--- config.mk ---
export PLATFORM = sky130hd
export DESIGN_NAME = tra_sqrt
export DESIGN_NICKNAME = d
export VERILOG_FILES = /design/src/rtl/tra_sqrt.sv
export SDC_FILE = /design/constraint.sdc
export NUM_CORES = 1
export LEC_CHECK = 0
export ABC_AREA = 1
export BUFFER_PORTS_ARGS = -buffer_cell sky130_fd_sc_hd__buf_2
export CORE_ASPECT_RATIO = 1.2
export CORE_MARGIN = 2
export CORE_UTILIZATION = 25
export CTS_CLUSTER_DIAMETER = 50
export CTS_CLUSTER_SIZE = 40
export DETAILED_ROUTE_END_ITERATION = 8
export SLEW_MARGIN = 25
export SYNTH_ARGS = -nofsm -noshare
export SYNTH_HDL_FRONTEND = slang
export SYNTH_SLANG_ARGS = --single-unit
--- constraint.sdc ---
create_clock -name clk -period 2.3 [get_ports clk]
set_input_delay 0.23 -clock clk [delete_from_list [all_inputs] [get_ports clk]]
set_output_delay 0.23 -clock clk [all_outputs]
set_load 0.02 [all_outputs]
--- src/rtl/tra_sqrt.sv ---
// Pipelined integer square root, one root bit per stage, several lanes in parallel.
module tra_sqrt #(
    parameter int LANES  = 1,
    parameter int V_W    = 8,
    parameter int SIDE_W = 1
)(
    input  logic                          clk,
    input  logic                          rst_n,
    input  logic                          in_valid,
    input  logic [LANES-1:0][V_W-1:0]     val,
    input  logic [SIDE_W-1:0]             side,
    input  logic                          hold_in,
    output logic                          hold_out,
    output logic                          out_valid,
    output logic [LANES-1:0][V_W/2-1:0]   root,
    output logic [SIDE_W-1:0]             out_side
);

    localparam int R_W  = V_W / 2;
    localparam int ST_W = R_W + 2 + V_W + R_W;

    function automatic logic [ST_W-1:0] sq_step(input logic [ST_W-1:0] st);
        logic [R_W+1:0] rem;
        logic [V_W-1:0] vb;
        logic [R_W-1:0] rt;
        logic [R_W+3:0] sh;
        logic [R_W+3:0] trial;
        logic [R_W+3:0] diff;
        logic           ge;
        rem   = st[ST_W-1 -: R_W + 2];
        vb    = st[V_W+R_W-1 -: V_W];
        rt    = st[R_W-1:0];
        sh    = {rem, vb[V_W-1 -: 2]};
        trial = {2'b00, rt, 2'b01};
        ge    = (sh >= trial);
        diff  = sh - trial;
        if (ge)
        begin
            return {diff[R_W+1:0], vb[V_W-3:0], 2'b00, rt[R_W-2:0], 1'b1};
        end
        return {sh[R_W+1:0], vb[V_W-3:0], 2'b00, rt[R_W-2:0], 1'b0};
    endfunction

    logic [R_W-1:0]              valid_reg;
    logic [R_W-1:0]              valid_src;
    logic [R_W-1:0]              hold;
    logic [LANES-1:0][ST_W-1:0]  st_reg   [R_W];
    logic [LANES-1:0][ST_W-1:0]  st_src   [R_W];
    logic [SIDE_W-1:0]           side_reg [R_W];
    logic [SIDE_W-1:0]           side_src [R_W];

    for (genvar k = 0; k < R_W; k++)
    begin : g_stage
        if (k == 0)
        begin : g_first
            assign valid_src[k] = in_valid;
            assign side_src[k]  = side;
            for (genvar l = 0; l < LANES; l++)
            begin : g_lane
                assign st_src[k][l] = {{(R_W + 2){1'b0}}, val[l], {R_W{1'b0}}};
            end
        end
        else
        begin : g_next
            assign valid_src[k] = valid_reg[k-1];
            assign side_src[k]  = side_reg[k-1];
            assign st_src[k]    = st_reg[k-1];
        end

        if (k == R_W - 1)
        begin : g_hold_last
            assign hold[k] = valid_reg[k] && hold_in;
        end
        else
        begin : g_hold_mid
            assign hold[k] = valid_reg[k] && hold[k+1];
        end

        always_ff @(posedge clk or negedge rst_n)
        begin
            if (!rst_n)
            begin
                valid_reg[k] <= 1'b0;
            end
            else if (!hold[k])
            begin
                valid_reg[k] <= valid_src[k];
            end
        end

        always_ff @(posedge clk)
        begin
            if (!hold[k])
            begin
                for (int l = 0; l < LANES; l++)
                begin
                    st_reg[k][l] <= sq_step(st_src[k][l]);
                end
                side_reg[k] <= side_src[k];
            end
        end
    end

    for (genvar l = 0; l < LANES; l++)
    begin : g_out
        assign root[l] = st_reg[R_W-1][l][R_W-1:0];
    end

    assign hold_out  = hold[0];
    assign out_valid = valid_reg[R_W-1];
    assign out_side  = side_reg[R_W-1];

endmodule

# --- After elaboration in Yosys (flattened, before gate mapping) ---
# Memory sizes are Yosys's and may differ from the RTL's.
# Index checks and enable logic that the tools add are counted.
word_totals:
  reg_bits: 4
  ram_bits: 76
  in_bits: 13
  output_inout_bits: 7
  word_cells: 42
  n_memories: 2
memory_table:
  columns: ["memory", "words", "width", "read_ports", "rd_ports_with_merged_regs", "wr", "line", "text"]
  rows:
  - ["st_reg", 4, 18, 4, 0, 4, "47", "logic [LANES-1:0][ST_W-1:0] st_reg [R_W];"]
  - ["side_reg", 4, 1, 4, 0, 4, "49", "logic [SIDE_W-1:0] side_reg [R_W];"]
classes:
  addsub: 4
  magnitude_cmp: 4
  mux: 24
  reduce_logical: 4
ops:
  columns: ["op", "n"]
  rows:
  - ["18-bit two-way mux", 12]
  - ["8-bit by 6-bit >= comparator with 1-bit output", 3]
  - ["6-bit subtractor", 3]
  - ["1-bit two-way mux", 12]
  - ["1-bit logical AND", 4]
  - ["2-bit by 1-bit subtractor with 3-bit output (second input constant)", 1]
  - ["2-bit by 1-bit >= comparator with 1-bit output (second input constant)", 1]

# --- Depth between registers and ports, before layout ---
depth:
  ltp_word: 7
  mapped_depth: 9
  depth_no_buf: 9

# --- Worst setup path after synthesis ---
# No wires, ideal clock.
synth_timing:
  path_type: "reg-to-reg"
  from: "reg valid_reg[3] (netlist: out_valid)"
  to: "reg valid_reg[0]"
  arrival_ps: 1837
  t_required_ps: 2176
  slack_ps: 339
  stages_incl_launch_ff: 8
  period_less_slack_ps: 1961
  path_cell_list: "dfrtp_1 > nand2_1 > nor2_1 > inv_1 > nor2_1 > nand2_1 > inv_1 > or2_1"
synth_between:
  elab_chain_cells: 4
synth_rtl:
  columns: ["element", "line", "text"]
  rows:
  - ["start, declared", "44", "logic [R_W-1:0] valid_reg;"]
  - ["start signal, assigned by index", "87", "valid_reg[k] <= valid_src[k];"]
  - ["1-bit logical AND", "72", "assign hold[k] = valid_reg[k] && hold_in;"]
  - ["1-bit logical AND (3 in a row)", "76", "assign hold[k] = valid_reg[k] && hold[k+1];"]
  - ["net hold_out", "13", "output logic hold_out,"]
# The timed path passes the listed nets, and every way through them passes these cells.
# A chain may end at the register's enable or synchronous reset.

# --- Worst setup path after layout ---
layout_timing:
  from: "reg valid_reg[3] (netlist: out_valid)"
  to: "out hold_out"
layout_between:
  elab_chain_cells: 4
layout_rtl:
  columns: ["element", "line"]
  rows:
  - ["1-bit logical AND", "72"]
  - ["1-bit logical AND (3 in a row)", "76"]
  - ["end, declared", "13"]
# No other way between the ends.

==> flow_metrics.env <==
export IMPL_yosysTopAreaCell="edfxtp_1"
export IMPL_syn_area_um2=1950
export IMPL_cts_tree="done"
export IMPL_portBuffers=19
export IMPL_start_util_pct=25.6
export IMPL_dp_hpwl_um=1930
export IMPL_max_stage_delay_ns=0.35
export IMPL_setup_slack_ns=0.406
export IMPL_coreArea_um2=7620
export IMPL_power_density_nw_per_um2=896
export IMPL_post_route_min_period_ns=1.89
export IMPL_finalHoldViolations=0
export IMPL_post_cts_setup_buffers=0
export IMPL_first_pass_iters=4
export IMPL_ys_async_sr_fraction_pct=8.89
export IMPL_drtIter0Drc=33
export IMPL_synth_cell_types=23
export IMPL_critPathMaxFanout=12
export IMPL_nNetsFinal=209
export IMPL_grt_usage_pct=6.64
export IMPL_gp_congestion=0.811
export IMPL_via_per_inst=3.91
export IMPL_rsz0062_at_grt="false"
export IMPL_final_setup_viol_count=0
export IMPL_ys_flop_type="edfxtp_1"
export IMPL_clk_path_buf_depth=2
export IMPL_worstHoldStart="val[5]"
export IMPL_yosys_register_bits=45
export IMPL_crit_path_end="hold_out"
export IMPL_reg2reg_slack_ns=0.50
export IMPL_ys_top_cells_by_area="edfxtp_1 63%, ha_1 7.1%, dfrtp_1 5.1%"
export IMPL_largest_reg_flops=37
export IMPL_drt_wl_total_um=2500
export IMPL_synth_fp_nets=181
export IMPL_final_cell_mix="41 x edfxtp_1, 25 x inv_1, 24 x nand2_1, 19 x buf_2, 16 x nor2_1"
export IMPL_hold_class="primary input to flop"
export IMPL_crit_chain="nand2_1 > nor2_1 > inv_1 > nor2_1 > nand2_1 > buf_4 > inv_1 > buf_2"
export IMPL_clock_sinks=45
export IMPL_mostFrequentLayoutCell="edfxtp_1"
export IMPL_num_rows=35
export IMPL_grt_pass1_wl_um=4370
export IMPL_cp_slowest_cell="dfrtp_1"
export IMPL_fmax_ghz=0.528
export IMPL_grt_start_max_net_pins=14
export IMPL_cts_root_buf="clkbuf_8"
export IMPL_routedWlPerCell_um=8.99
export IMPL_setup_worst_path_class="flop to primary output"
export IMPL_die_h_um=101
export IMPL_synth_edf_count=41
export IMPL_grt_pass1_vias=1025
export IMPL_grt_overflow=0
export IMPL_cts_buffers=5
export IMPL_clk_pin_slew_worst_paths_ns=0.08
export IMPL_maxCapViolations=0
export IMPL_critical_path_endpoint_type="primary output"
export IMPL_worstPathArrival_ns=1.66
export IMPL_ir_drop_mv=0.451
export IMPL_status="complete, no violations"
export IMPL_setup_worst_path_start="out_valid"
export IMPL_postRouteAntennaNets=0
export IMPL_cts_htree_levels=2
export IMPL_r2r_end="st_reg[1][17]"
export IMPL_reg2reg_from="st_reg[0][12]"
export IMPL_syn_instance_count=157
export IMPL_remaining_drc_errors=0
export IMPL_worstPathRequired_ns=2.07
export IMPL_antenna_found_initial=0
export IMPL_die_area_um2=8520
export IMPL_drive_gt1_share_pct=18.8
export IMPL_synthToLayoutAreaGrowth_pct=17.1
export IMPL_cp_start_kind="flop"
export IMPL_ff2ff_path_depth=7
export IMPL_finalClockSkew_ns=0.00879
export IMPL_antennaDiodeCount=0
export IMPL_fin_setup_tns_ns=0
export IMPL_pre_cts_ws_ns=0.506
export IMPL_chipWidth_um=84.6
export IMPL_clk_latency_ns=0.29
export IMPL_yosysTopAreaCellShare_pct=63.2
export IMPL_synth_warnings=0
export IMPL_fin_crit_sh_pct=82.4
export IMPL_ios=20
export IMPL_p_leak_nw=1.00
export IMPL_drv_slew=0
export IMPL_vias=1088
export IMPL_seq_area_frac_synth_pct=68.3
export IMPL_avgSynthCellArea_um2=12.4
==> report_power, final <==
group	switching [W]	total, W	leakage (nW)	internal, W
sequential	0.0000546	0.00112	0.447	0.00107
combinational	0.000221	0.000365	0.501	0.000143
clock	0.000238	0.000558	0.0528	0.000320
==> timing repair <==
| item | CTS | global route |
|---|---|---|
| gates resized for setup | 0 | 0 |
| hold buffers | 1 | 0 |
| endpoints found under the hold margin | 4 | 0 |
==> how the worst min path moves through the flow <==
stage,endpoint,slack (ns),cells past startpoint
floorplan,out_valid,-0.07,0
CTS,st_reg[0][10],0.09,1
global route,st_reg[0][11],0.09,1
detailed placement,valid_reg[0],0.04,1
finish,st_reg[0][11],0.11,1
global placement,valid_reg[0],0.04,1
==> area by class of cell <==
type / count / area, um^2
Multi-Input combinational cell: 86 / 517
Inverter: 25 / 93.8
Clock inverter: 2 / 33.8
Tap cell: 92 / 115
Timing Repair Buffer: 22 / 120
Fill cell: 812 / 5340
Sequential cell: 45 / 1330
Clock buffer: 6 / 72.6
==> critical path, delay by kind of cell (launching register included) <==
kind	cells	cell delay, ns
AND/OR/NAND/NOR	4	0.54
buffers and inverters	4	0.47
flip-flops	1	0.35
==> through the flow <==
step | cells | power, W | hold slack (ns) | instance area (um^2) | util [%]
6_report | 278 | 0.00205 | 0.110 | 2280 | 30.0
2_1_floorplan | 157 | 0.00142 | -0.0656 | 1950 | -
3_3_place_gp | 269 | 0.00150 | 0.0382 | 2170 | 28.4
3_5_place_dp | 269 | 0.00151 | 0.0405 | 2170 | 28.4
5_1_grt | 278 | 0.00218 | 0.0865 | 2280 | 30.0
4_1_cts | 278 | 0.00208 | 0.0913 | 2280 | 30.0
==> cells by family after synthesis <==
logic type	synth area share (%)
simple gates	13.7
flops	68.3
buf+inv	5.20
compound gates	3.34
fa+ha+maj	7.06
xor+xnor	2.25
other cells	0.192
==> cell usage after synthesis (2+ instances only) <==
cell type	instances
edfxtp_1	41
inv_1	25
nand2_1	24
nor2_1	16
ha_1	11
a21oi_1	7
xor2_1	5
dfrtp_1	4
nand3_1	3
or2_1	3
nand2_2	2
nand2_4	2
nand4_1	2
o21ai_0	2
or2_2	2
==> metal layers <==
| layer | vias to the layer above | track usage [%] | part of all wire [%] | wire (um) |
|---|---|---|---|---|
| met5 | - | 0 | 0 | 0 |
| met4 | 0 | 3.66 | 2.3 | 57 |
| met3 | 5 | 2.70 | 5.8 | 144 |
| met2 | 20 | 11.7 | 51 | 1270 |
| met1 | 489 | 6.65 | 41 | 1030 |
| li1 | 574 | - | - | - |
Power figures use the tool's default switching activity.
