==> src/rtl/tra_udiv.sv <==
// Pipelined restoring divider, one quotient bit per stage, several lanes in parallel.
module tra_udiv #(
    parameter int LANES  = 1,
    parameter int NUM_W  = 8,
    parameter int DEN_W  = 8,
    parameter int Q_W    = 8,
    parameter int SIDE_W = 1
)(
    input  logic                          clk,
    input  logic                          rst_n,
    input  logic                          in_valid,
    input  logic [LANES-1:0][NUM_W-1:0]   num,
    input  logic [LANES-1:0][DEN_W-1:0]   den,
    input  logic [SIDE_W-1:0]             side,
    input  logic                          hold_in,
    output logic                          hold_out,
    output logic                          out_valid,
    output logic [LANES-1:0][Q_W-1:0]     quo,
    output logic [SIDE_W-1:0]             out_side
);

    localparam int ACC_W = DEN_W + Q_W;

    function automatic logic [ACC_W-1:0] div_step(
        input logic [ACC_W-1:0] acc,
        input logic [DEN_W-1:0] dv
    );
        logic [ACC_W:0]   t;
        logic [DEN_W:0]   top;
        logic [DEN_W:0]   diff;
        logic             ge;
        t    = {acc, 1'b0};
        top  = t[ACC_W -: DEN_W + 1];
        ge   = (top >= {1'b0, dv});
        diff = top - {1'b0, dv};
        if (ge)
        begin
            return {diff[DEN_W-1:0], t[Q_W-1:1], 1'b1};
        end
        return {top[DEN_W-1:0], t[Q_W-1:1], 1'b0};
    endfunction

    logic [Q_W-1:0]                  valid_reg;
    logic [Q_W-1:0]                  valid_src;
    logic [Q_W-1:0]                  hold;
    logic [LANES-1:0][ACC_W-1:0]     acc_reg  [Q_W];
    logic [LANES-1:0][ACC_W-1:0]     acc_src  [Q_W];
    logic [LANES-1:0][DEN_W-1:0]     den_reg  [Q_W];
    logic [LANES-1:0][DEN_W-1:0]     den_src  [Q_W];
    logic [SIDE_W-1:0]               side_reg [Q_W];
    logic [SIDE_W-1:0]               side_src [Q_W];

    for (genvar k = 0; k < Q_W; k++)
    begin : g_stage
        if (k == 0)
        begin : g_first
            assign valid_src[k] = in_valid;
            assign den_src[k]   = den;
            assign side_src[k]  = side;
            for (genvar l = 0; l < LANES; l++)
            begin : g_lane
                assign acc_src[k][l] = ACC_W'(num[l]);
            end
        end
        else
        begin : g_next
            assign valid_src[k] = valid_reg[k-1];
            assign den_src[k]   = den_reg[k-1];
            assign side_src[k]  = side_reg[k-1];
            assign acc_src[k]   = acc_reg[k-1];
        end

        if (k == Q_W - 1)
        begin : g_hold_last
            assign hold[k] = valid_reg[k] && hold_in;
        end
        else
        begin : g_hold_mid
            assign hold[k] = valid_reg[k] && hold[k+1];
        end

        always_ff @(posedge clk or negedge rst_n)
        begin
            if (!rst_n)
            begin
                valid_reg[k] <= 1'b0;
            end
            else if (!hold[k])
            begin
                valid_reg[k] <= valid_src[k];
            end
        end

        always_ff @(posedge clk)
        begin
            if (!hold[k])
            begin
                for (int l = 0; l < LANES; l++)
                begin
                    acc_reg[k][l] <= div_step(acc_src[k][l], den_src[k][l]);
                end
                den_reg[k]  <= den_src[k];
                side_reg[k] <= side_src[k];
            end
        end
    end

    for (genvar l = 0; l < LANES; l++)
    begin : g_out
        assign quo[l] = acc_reg[Q_W-1][l][Q_W-1:0];
    end

    assign hold_out  = hold[0];
    assign out_valid = valid_reg[Q_W-1];
    assign out_side  = side_reg[Q_W-1];

endmodule

==> config.mk <==
export PLATFORM = sky130hd
export DESIGN_NAME = tra_udiv
export DESIGN_NICKNAME = d
export VERILOG_FILES = /design/src/rtl/tra_udiv.sv
export SDC_FILE = /design/constraint.sdc
export NUM_CORES = 1
export LEC_CHECK = 0
export BUFFER_PORTS_ARGS = -buffer_cell sky130_fd_sc_hd__buf_4
export CAP_MARGIN = 0
export CORE_ASPECT_RATIO = 0.6
export CORE_MARGIN = 4
export CORE_UTILIZATION = 40
export CTS_CLUSTER_SIZE = 24
export DETAILED_ROUTE_END_ITERATION = 8
export PLACE_DENSITY_LB_ADDON = 0.2
export SYNTH_ARGS = -nofsm -noshare
export SYNTH_HDL_FRONTEND = slang
export SYNTH_SLANG_ARGS = --single-unit
==> constraint.sdc <==
create_clock -name clk -period 3.85 [get_ports clk]
set_input_delay 0.1925 -clock clk [delete_from_list [all_inputs] [get_ports clk]]
set_output_delay 0.1925 -clock clk [all_outputs]
set_load 0.01 [all_outputs]
# After elaboration in Yosys (flattened, before gate mapping)
# Memory sizes are Yosys's and may differ from the RTL's.
# Cells that the tools add are included.
[op_classes]
addsub = 8
order_cmp = 8
mux = 48
n_reduce_logical = 8
[ops]
columns = ["operator", "n"]
rows = [
  ["$mux W16", 24],
  ["$ge A9 B8 Y1", 7],
  ["$sub A8 B8 Y8", 7],
  ["$mux W1", 24],
  ["$ge A1 B8 Y1", 1],
  ["$logic_and A1 B1 Y1", 8],
  ["$sub A1 B8 Y8", 1],
]
[totals]
regBits = 8
ramBits = 200
in_bits = 21
output_inout_bits = 11
wordCells = 83
memories = 3
[memory_table]
columns = ["memory", "words", "word_bits", "rd", "rd_clocked_by_memory_dff", "wr", "line_no", "text"]
rows = [
  ["acc_reg", 8, 16, 8, 0, 8, "46", "logic [LANES-1:0][ACC_W-1:0] acc_reg [Q_W];"],
  ["den_reg", 8, 8, 7, 0, 8, "48", "logic [LANES-1:0][DEN_W-1:0] den_reg [Q_W];"],
  ["side_reg", 8, 1, 8, 0, 8, "50", "logic [SIDE_W-1:0] side_reg [Q_W];"],
]

# Longest topological paths before layout
# Gate-level depths: netlist (run 1).
[depth]
depth_word = 11
depth_mapped = 9
ltp_nobuf = 8

# Worst setup path after synthesis (run 1)
# No wires, ideal clock.
[synth_timing]
kind = "flip-flop to flip-flop"
start = "reg valid_reg[7], in the netlist out_valid"
end = "mem acc_reg[0][0] (netlist bit) (enable)"
arrival_time_ns = 2.426
t_required_ns = 3.339
slack_ns = 0.914
stages_incl_launch_ff = 5
period_less_slack_ns = 2.936
path_cell_list = "dfrtp_1 > nand4_1 > nor2_1 > and2_1 > nand3_1"
[synth_lines]
columns = ["element", "line_no", "text"]
rows = [
  ["start, declared", "43", "logic [Q_W-1:0] valid_reg;"],
  ["start signal, assigned by index", "90", "valid_reg[k] <= valid_src[k];"],
  ["end, declared", "46", ""],
]

==> metrics.md, run 1 <==
| Metric | Value |
|---|---|
| Final WS setup | `1.201 ns` |
| Mapped Avg Cell Area | `14.19 um^2` |
| CTS sink cnt | `192` |
| Max Cap Violations | `0` |
| Final min period | `2.649 ns` |
| Final instance area | `10580 um^2` |
| Yosys cell types | `55` |
| H-tree Lvls | `4` |
| Initial antenna violation count | `0` |
| Largest register FFs | `120` |
| N_diodes | `0` |
| Crit-path cells | `inv_1 -> ha_1 -> a21o_1 -> a2111oi_2 -> o21a_1 -> mux2_4` |
| CTS tree | `built` |
| Ports | `32` |
| Crit path capture type | `flop` |
| Core area | `22440 um^2` |
| CP required | `4.03 ns` |
| Static leakage | `4.526 nW` |
| Worst-Margin Slew | `1.249 ns` |
| Crit. path cell count | `6` |
| Worst hold margin | `0.05171 ns` |
| Drt pass-1 iters | `5` |
| Arr. time, crit path | `2.83 ns` |
| Largest net degree at the start of global routing | `29` |
| Initial Util | `41.42%` |
| Register area share after synthesis | `61.60%` |
| Cells after Synth | `655` |
| Clk buf depth | `2` |
| Synthesized area | `9295 um^2` |
| CP Buf/Inv Count | `1` |
| Routed vias/inst | `4.962` |
| Max rail drop VDD | `0.0004353 V` |
| Worst Skew | `0.01042 ns` |
| Fmax | `377.5 MHz` |
| HPWL Detailed | `13.30 mm` |
| CP Max Fanout | `9` |
| Overflow left after global routing | `0` |
| Global-route wire length before repair | `28.28 mm` |
| Power, Total | `8.718 mW` |
| Critical path launch point type | `flop` |
| Slew HR | `16.49%` |
| Slew Limit Fails | `0` |
| Die footprint | `25820 um^2` |
| Die Wd | `204.8 um` |
| Root Buffer | `clkbuf_16` |
| Min-delay worst type | `input port to flop` |
| CTS Buf Count | `17` |
| Fin nets | `792` |
| GRT Util Overall | `14.08%` |
| Avg WL per Cell | `16.85 um` |
| Yosys Warn Count | `0` |
| # DRC | `0` |
| Hold Fails Final Rpt | `0` |
| Final setup fails | `0` |
| Area growth from synthesis to layout | `13.84%` |
| Vias in the first global route | `5129` |
| GP Congestion | `0.8407` |
| Critical path class | `flop to flop` |
| Routed WL | `17.32 mm` |
| IO Port Bufs | `31` |
| Reg2reg path depth | `6` |
| Antenna Nets Post-Route | `0` |
| Setup TNS | `0 ns` |
| Die Ht | `126.1 um` |
| Via count | `5101` |
| Placed Area | `9787 um^2` |
| Pwr Density | `823.9 nW/um^2` |
| Clock transition at the registers of the reported paths | `0.08 ns` |
| CP peak stage delay | `0.59 ns` |
| # Post-CTS Setup Buffers | `0` |
| Post-route clock period utilization | `68.81%` |
| Status | `complete, no violations` |
| Iter 0 DRT Violations | `307` |
| FP Rows | `42` |
| Ratio of cells with drive above 1 in the final layout | `16.53%` |
| Worst Hold Depth | `3` |
| Number of synthesized register bits | `192` |
| Post-Syn Nets | `740` |
| Pre-CTS WS | `1.217 ns` |
| Slowest CP cell | `o21a_1` |
| Unrepaired setup endpoints after global routing | `no` |
| Worst-Skew Late Latency | `0.43 ns` |
| Crit path max-delay family | `compound AO/OA/AOI/OAI gates` |
synth_stat cells (all sizes together):
| cell | count | area (um^2) |
|---|---|---|
| a221oi | 1 | 8.760 |
| o311a | 4 | 43.79 |
| nor2 | 27 | 108.9 |
| mux2 | 34 | 473.0 |
| nand2b | 16 | 100.1 |
| nand2 | 14 | 52.55 |
| a21o | 21 | 162.7 |
| and3b | 2 | 17.52 |
| inv | 86 | 322.8 |
| a311oi | 1 | 8.760 |
| o21ba | 1 | 10.01 |
| and3 | 5 | 31.28 |
| or2b | 1 | 7.510 |
| ha | 58 | 725.7 |
| buf | 15 | 126.4 |
| nor3b | 2 | 15.01 |
| a41o | 1 | 10.01 |
| xnor2 | 19 | 166.4 |
| dfrtp | 8 | 200.2 |
| o21a | 10 | 75.07 |
| xor2 | 2 | 17.52 |
| fa | 6 | 120.1 |
| and4 | 1 | 8.760 |
| a2111oi | 5 | 68.82 |
| o21ai | 15 | 78.83 |
| or3 | 2 | 12.51 |
| nor2b | 7 | 43.79 |
| mux2i | 12 | 120.1 |
| or2 | 1 | 6.260 |
| a21boi | 1 | 7.510 |
| nor4 | 5 | 31.28 |
| a21oi | 17 | 85.08 |
| nand3 | 13 | 65.06 |
| clkbuf | 3 | 15.01 |
| a311o | 5 | 50.05 |
| a31oi | 3 | 18.77 |
| or4 | 1 | 7.510 |
| o31a | 5 | 43.79 |
| nand4 | 3 | 18.77 |
| a41oi | 1 | 27.53 |
| and2 | 2 | 12.51 |
| a211oi | 9 | 87.59 |
| nor3 | 19 | 95.09 |
| a211o | 7 | 61.31 |
| edfxtp | 184 | 5525 |
metal layers:
| layer | share of wire (%) | routed length, um | vias to the layer above | global-route usage, % |
|---|---|---|---|---|
| met5 | 0 | 0 | - | 0 |
| met4 | 1.1 | 194 | 0 | 4.016 |
| met3 | 5.2 | 906 | 18 | 3.289 |
| met2 | 38 | 6579 | 124 | 17.78 |
| met1 | 56 | 9638 | 2440 | 23.39 |
| li1 | - | - | 2519 | - |
stage by stage:
| step | util, % | cells |
|---|---|---|
| final | 47.16 | 1028 |
| after global placement | 43.62 | 978 |
| after CTS | 47.16 | 1028 |
| after floorplan | - | 655 |
| after global routing | 47.16 | 1028 |
| after detailed placement | 43.62 | 978 |
timing repair:
action,in CTS,in global routing
gates resized for setup,0,0
hold endpoints to repair,25,0
hold buffers,18,0
report_power, final:
group	switching, mW	total [mW]	internal (mW)
Clock	0.862	1.80	0.942
Combinational	1.75	3.40	1.65
Sequential	0.307	3.51	3.21
final cells by class:
type                       instances  area [um^2]
inverter                          86        322.8
sequential                       192         5725
multi-input combinational        359         3105
fill                            1978        11860
timing repair buffer              51        427.9
tap                              308        385.4
clock inverter                    15        188.9
clock buffer                      17        425.4
final timing paths:
| check | startpoint | to | slack (ns) |
|---|---|---|---|
| worst max-delay path | den_reg[0][6] | acc_reg[0][28] | 1.20 |
| worst min-delay path | num[7] | acc_reg[0][8] | 0.05 |
| worst max register to register | den_reg[0][6] | acc_reg[0][28] | 1.20 |
| worst min register to register | acc_reg[1][35] | acc_reg[1][52] | 0.42 |
| max in group asynchronous | rst_n | valid_reg[5] | 3.59 |
| min in group asynchronous | rst_n | valid_reg[4] | 0.13 |
cells in the final DEF, fill, tap and decap left out, types with 4 or more instances in the layout:
| master | instances |
|---|---|
| edfxtp_1 | 184 |
| inv_1 | 86 |
| ha_1 | 58 |
| buf_4 | 33 |
| nor2_1 | 26 |
| mux2_4 | 24 |
| nor3_1 | 19 |
| xnor2_1 | 19 |
| dlygate4sd3_1 | 18 |
| a21o_1 | 17 |
| a21oi_1 | 17 |
| clkbuf_16 | 17 |
| nand2b_1 | 16 |
| nand2_1 | 14 |
| nand3_1 | 13 |
| o21ai_0 | 12 |
| mux2i_1 | 12 |
| o21a_1 | 10 |
| mux2_2 | 10 |
| dfrtp_1 | 8 |
| nor2b_1 | 7 |
| a211o_1 | 7 |
| fa_1 | 6 |
| o31a_1 | 5 |
| nor4_1 | 5 |
| and3_1 | 5 |
| a311o_1 | 5 |
| a211oi_1 | 5 |
| a211oi_2 | 4 |
| a2111oi_2 | 4 |
| a21o_2 | 4 |
| inv_6 | 4 |
cells by family (layout without fill, tap and decap cells):
kind of cell	after synthesis	count (layout)	synth area share (%)
buffers and inverters	104	169	4.994
AND/OR/NAND/NOR	121	121	6.825
adder cells (fa/ha/maj)	64	64	9.100
AO/OA/AOI/OAI	107	107	9.127
flip-flops	192	192	61.60
XOR/XNOR	21	21	1.979
multiplexers	46	46	6.381
worst min-delay path, cell delays in order:
cell	delay (ns)
buf_4	0.08
nand2_1	0.03
o21ai_0	0.06
(Power assumes the default switching activity.)
==> run 2, diff against run 1 <==
- clock period: 3.85 -> 2.1 ns (I/O delays scaled with it)
==> run 2 against run 1 <==
  * Sequential power is 86% higher
  * Die area unchanged
  * Sequential cell count stayed put
  * Global-route usage rose by 0.55 points
  * Hold slack lost 0.017 ns
  * Largest cell class unchanged
  * Non-clock buffer count is 145 higher
  * The flow now finishes with violations (setup timing)
  * Worst setup slack got worse by 1.3 ns
  * First-iteration DRC count increased by 7.5%
  * Critical path type unchanged
  * Fmax increased by 19%
==> metrics.md, run 2 (synthesis results as in run 1) <==
| Metric | Value |
|---|---|
| Gate power share | `48.8% (was 39.0%)` |
| Final WS setup | `-0.1212 ns (was 1.201 ns)` |
| Arr. time, crit path | `2.41 ns (was 2.83 ns)` |
| Area growth from synthesis to layout | `33.76% (was 13.84%)` |
| Initial antenna violation count | `0 (unchanged)` |
| Clk pwr share | `17.0% (was 20.7%)` |
| FP Rows | `42 (unchanged)` |
| Reg2reg path depth | `7 (was 6)` |
| Root Buffer | `clkbuf_16 (unchanged)` |
| Pre-CTS WS | `-0.2140 ns (was 1.217 ns)` |
| Commonest non-fill, non-tap cell in the layout | `edfxtp_1 (unchanged)` |
| Reg-to-reg startpoint | `den_reg[3][0] (was den_reg[0][6])` |
| Core area | `22440 um^2 (unchanged)` |
| Largest register FFs | `120 (unchanged)` |
| Power, Total | `19.06 mW (was 8.718 mW)` |
| Post-route clock period utilization | `105.8% (was 68.81%)` |
| Fin util | `55.41% (was 47.16%)` |
| Crit path max-delay family | `adder cells (was compound AO/OA/AOI/OAI gates)` |
| Slowest CP cell | `edfxtp_1 (was o21a_1)` |
| Reg-to-reg slack, setup | `-0.12 ns (was 1.20 ns)` |
| H-tree Lvls | `4 (unchanged)` |
| CP Buf/Inv Count | `0 (was 1)` |
| # fillers | `1801 (was 1978)` |
| N_diodes | `0 (unchanged)` |
| Overflow left after global routing | `0 (unchanged)` |
| P_int | `12.86 mW (was 5.800 mW)` |
| Slew Limit Fails | `0 (unchanged)` |
| Crit path capture type | `flop (unchanged)` |
| Crit. path cell count | `7 (was 6)` |
| Critical path launch point type | `flop (unchanged)` |
| Pwr Density | `1533 nW/um^2 (was 823.9 nW/um^2)` |
| CTS sink cnt | `192 (unchanged)` |
| Sw Share | `32.54% (was 33.48%)` |
| Min-delay worst type | `input port to asynchronous set/reset pin (was input port to flop)` |
| Commonest non-fill, non-tap cells in the layout | `184 x edfxtp_1, 163 x buf_4, 76 x inv_1 (was 184 x edfxtp_1, 86 x inv_1, 58 x ha_1)` |
| Multi-input gate area | `3771 um^2 (was 3105 um^2)` |
| Vias in the first global route | `5748 (was 5129)` |
| Fmax | `450.2 MHz (was 377.5 MHz)` |
| Hold Fails Final Rpt | `0 (unchanged)` |
| Reg area | `5725 um^2 (unchanged)` |
| Clock transition at the registers of the reported paths | `0.07 ns (was 0.08 ns)` |
| Violated checks | `setup timing` |
| Max rail drop VDD | `0.0007448 V (was 0.0004353 V)` |
| Worst hold margin | `0.03490 ns (was 0.05171 ns)` |
| Critical path class | `flop to flop (unchanged)` |
| # DRC | `0 (unchanged)` |
| Fin nets | `938 (was 792)` |
| Routed vias/inst | `4.835 (was 4.962)` |
| Die Wd | `204.8 um (unchanged)` |
| Die footprint | `25820 um^2 (unchanged)` |
| Iter 0 DRT Violations | `330 (was 307)` |
| Final setup fails | `29 (was 0)` |
| Via count | `5676 (was 5101)` |
| Final min period | `2.221 ns (was 2.649 ns)` |
| CP peak stage delay | `0.47 ns (was 0.59 ns)` |
| GP Congestion | `0.8688 (was 0.8407)` |
| IO Port Bufs | `31 (unchanged)` |
| RR Endpoint | `acc_reg[1][14] (was acc_reg[0][28])` |
| Global-route wire length before repair | `29.79 mm (was 28.28 mm)` |
| Avg WL per Cell | `15.99 um (was 16.85 um)` |
| Status | `finished, violations left (was complete, no violations)` |
| Ratio of cells with drive above 1 in the final layout | `39.95% (was 16.53%)` |
| Max Cap Violations | `0 (unchanged)` |
| GRT Util Overall | `14.63% (was 14.08%)` |
| Initial Util | `41.42% (unchanged)` |
| Final instance area | `12430 um^2 (was 10580 um^2)` |
| Worst Skew | `0.01087 ns (was 0.01042 ns)` |
| CTS Buf Count | `17 (unchanged)` |
| Clk buf depth | `2 (unchanged)` |
| Largest net degree at the start of global routing | `28 (was 29)` |
| Placed Area | `10670 um^2 (was 9787 um^2)` |
| Static leakage | `5.341 nW (was 4.526 nW)` |
| CP Max Fanout | `3 (was 9)` |
| Routed WL | `18.77 mm (was 17.32 mm)` |
| Flop pwr share | `34.2% (was 40.3%)` |
| HPWL Detailed | `13.10 mm (was 13.30 mm)` |
| Worst-Margin Slew | `0.6039 ns (was 1.249 ns)` |
| Crit-path cells | `ha_4 -> fa_2 -> nor2b_2 -> o31a_1 -> nor4_1 -> a311o_1 -> mux2_4 (was inv_1 -> ha_1 -> a21o_1 -> a2111oi_2 -> o21a_1 -> mux2_4)` |
| Die Ht | `126.1 um (unchanged)` |
| CTS tree | `built (unchanged)` |
| Ports | `32 (unchanged)` |
| Slew HR | `59.60% (was 16.49%)` |
| Unrepaired setup endpoints after global routing | `yes (was no)` |
| Antenna Nets Post-Route | `0 (unchanged)` |
| Switch Pwr | `6.203 mW (was 2.919 mW)` |
| CP required | `2.29 ns (was 4.03 ns)` |
| Drt pass-1 iters | `5 (unchanged)` |
| Worst-Skew Late Latency | `0.44 ns (was 0.43 ns)` |
==> run 2: power by group through the flow <==
stage / combinational, mW / clock [mW] / sequential (mW)
detailed placement: 7.39 / 0 / 6.53
global placement: 7.12 / 0 / 6.51
finish: 9.30 / 3.24 / 6.52
global route: 10.1 / 3.52 / 6.65
floorplan: 5.24 / 0 / 6.26
CTS: 8.24 / 3.32 / 6.48
==> run 2: metal layers <==
layer  wire length [um]  track usage (%)  up-vias
met5                  0                0        -
met2               8385            22.07      107
li1                   -                -     2813
met3                756            3.314       16
met1               9414            21.33     2740
met4                214            4.134        0
==> run 2: what timing repair did <==
| item | CTS | global route |
|---|---|---|
| hold endpoints to repair | 26 | 0 |
| setup buffers | 28 | 18 |
| gates cloned | 1 | 0 |
| gates resized for setup | 44 | 58 |
| hold buffers | 19 | 0 |
| setup endpoints to repair | 47 | 48 |
| pin swaps | 33 | 31 |
==> run 2: how the worst max path moves through the flow <==
| stage | start | end | slack (ns) |
|---|---|---|---|
| final | den_reg[3][0] | acc_reg[1][14] | -0.12 |
| after global routing | den_reg[0][0] | acc_reg[0][30] | -0.19 |
| after CTS | den_reg[0][1] | acc_reg[0][30] | -0.12 |
| after detailed placement | den_reg[2][0] | acc_reg[0][57] | -0.21 |
| after global placement | den_reg[2][0] | acc_reg[0][57] | -0.21 |
| after floorplan | out_valid | acc_reg[0][32] | -0.39 |
==> run 2: area by class of cell <==
class	instances	area share, %
Tap cell	308	3.100
Inverter	86	2.596
Clock inverter	15	1.338
Clock buffer	17	3.422
Sequential cell	192	46.05
Multi-Input combinational cell	360	30.33
Timing Repair Buffer	196	13.16
==> run 2: through the flow <==
stage | std cells | setup TNS [ns]
floorplan | 655 | -32.19
global placement | 1076 | -3.719
detailed placement | 1076 | -4.538
CTS | 1156 | -0.8586
global route | 1174 | -3.459
finish | 1174 | -1.034
==> run 2: worst reg2reg max path, delay by kind of cell (launching register included) <==
family,cells,cell delay [ns]
AND/OR/NAND/NOR,2,0.19
flip-flops,1,0.47
multiplexers,1,0.27
adder cells (fa/ha/maj),2,0.58
AO/OA/AOI/OAI,2,0.48
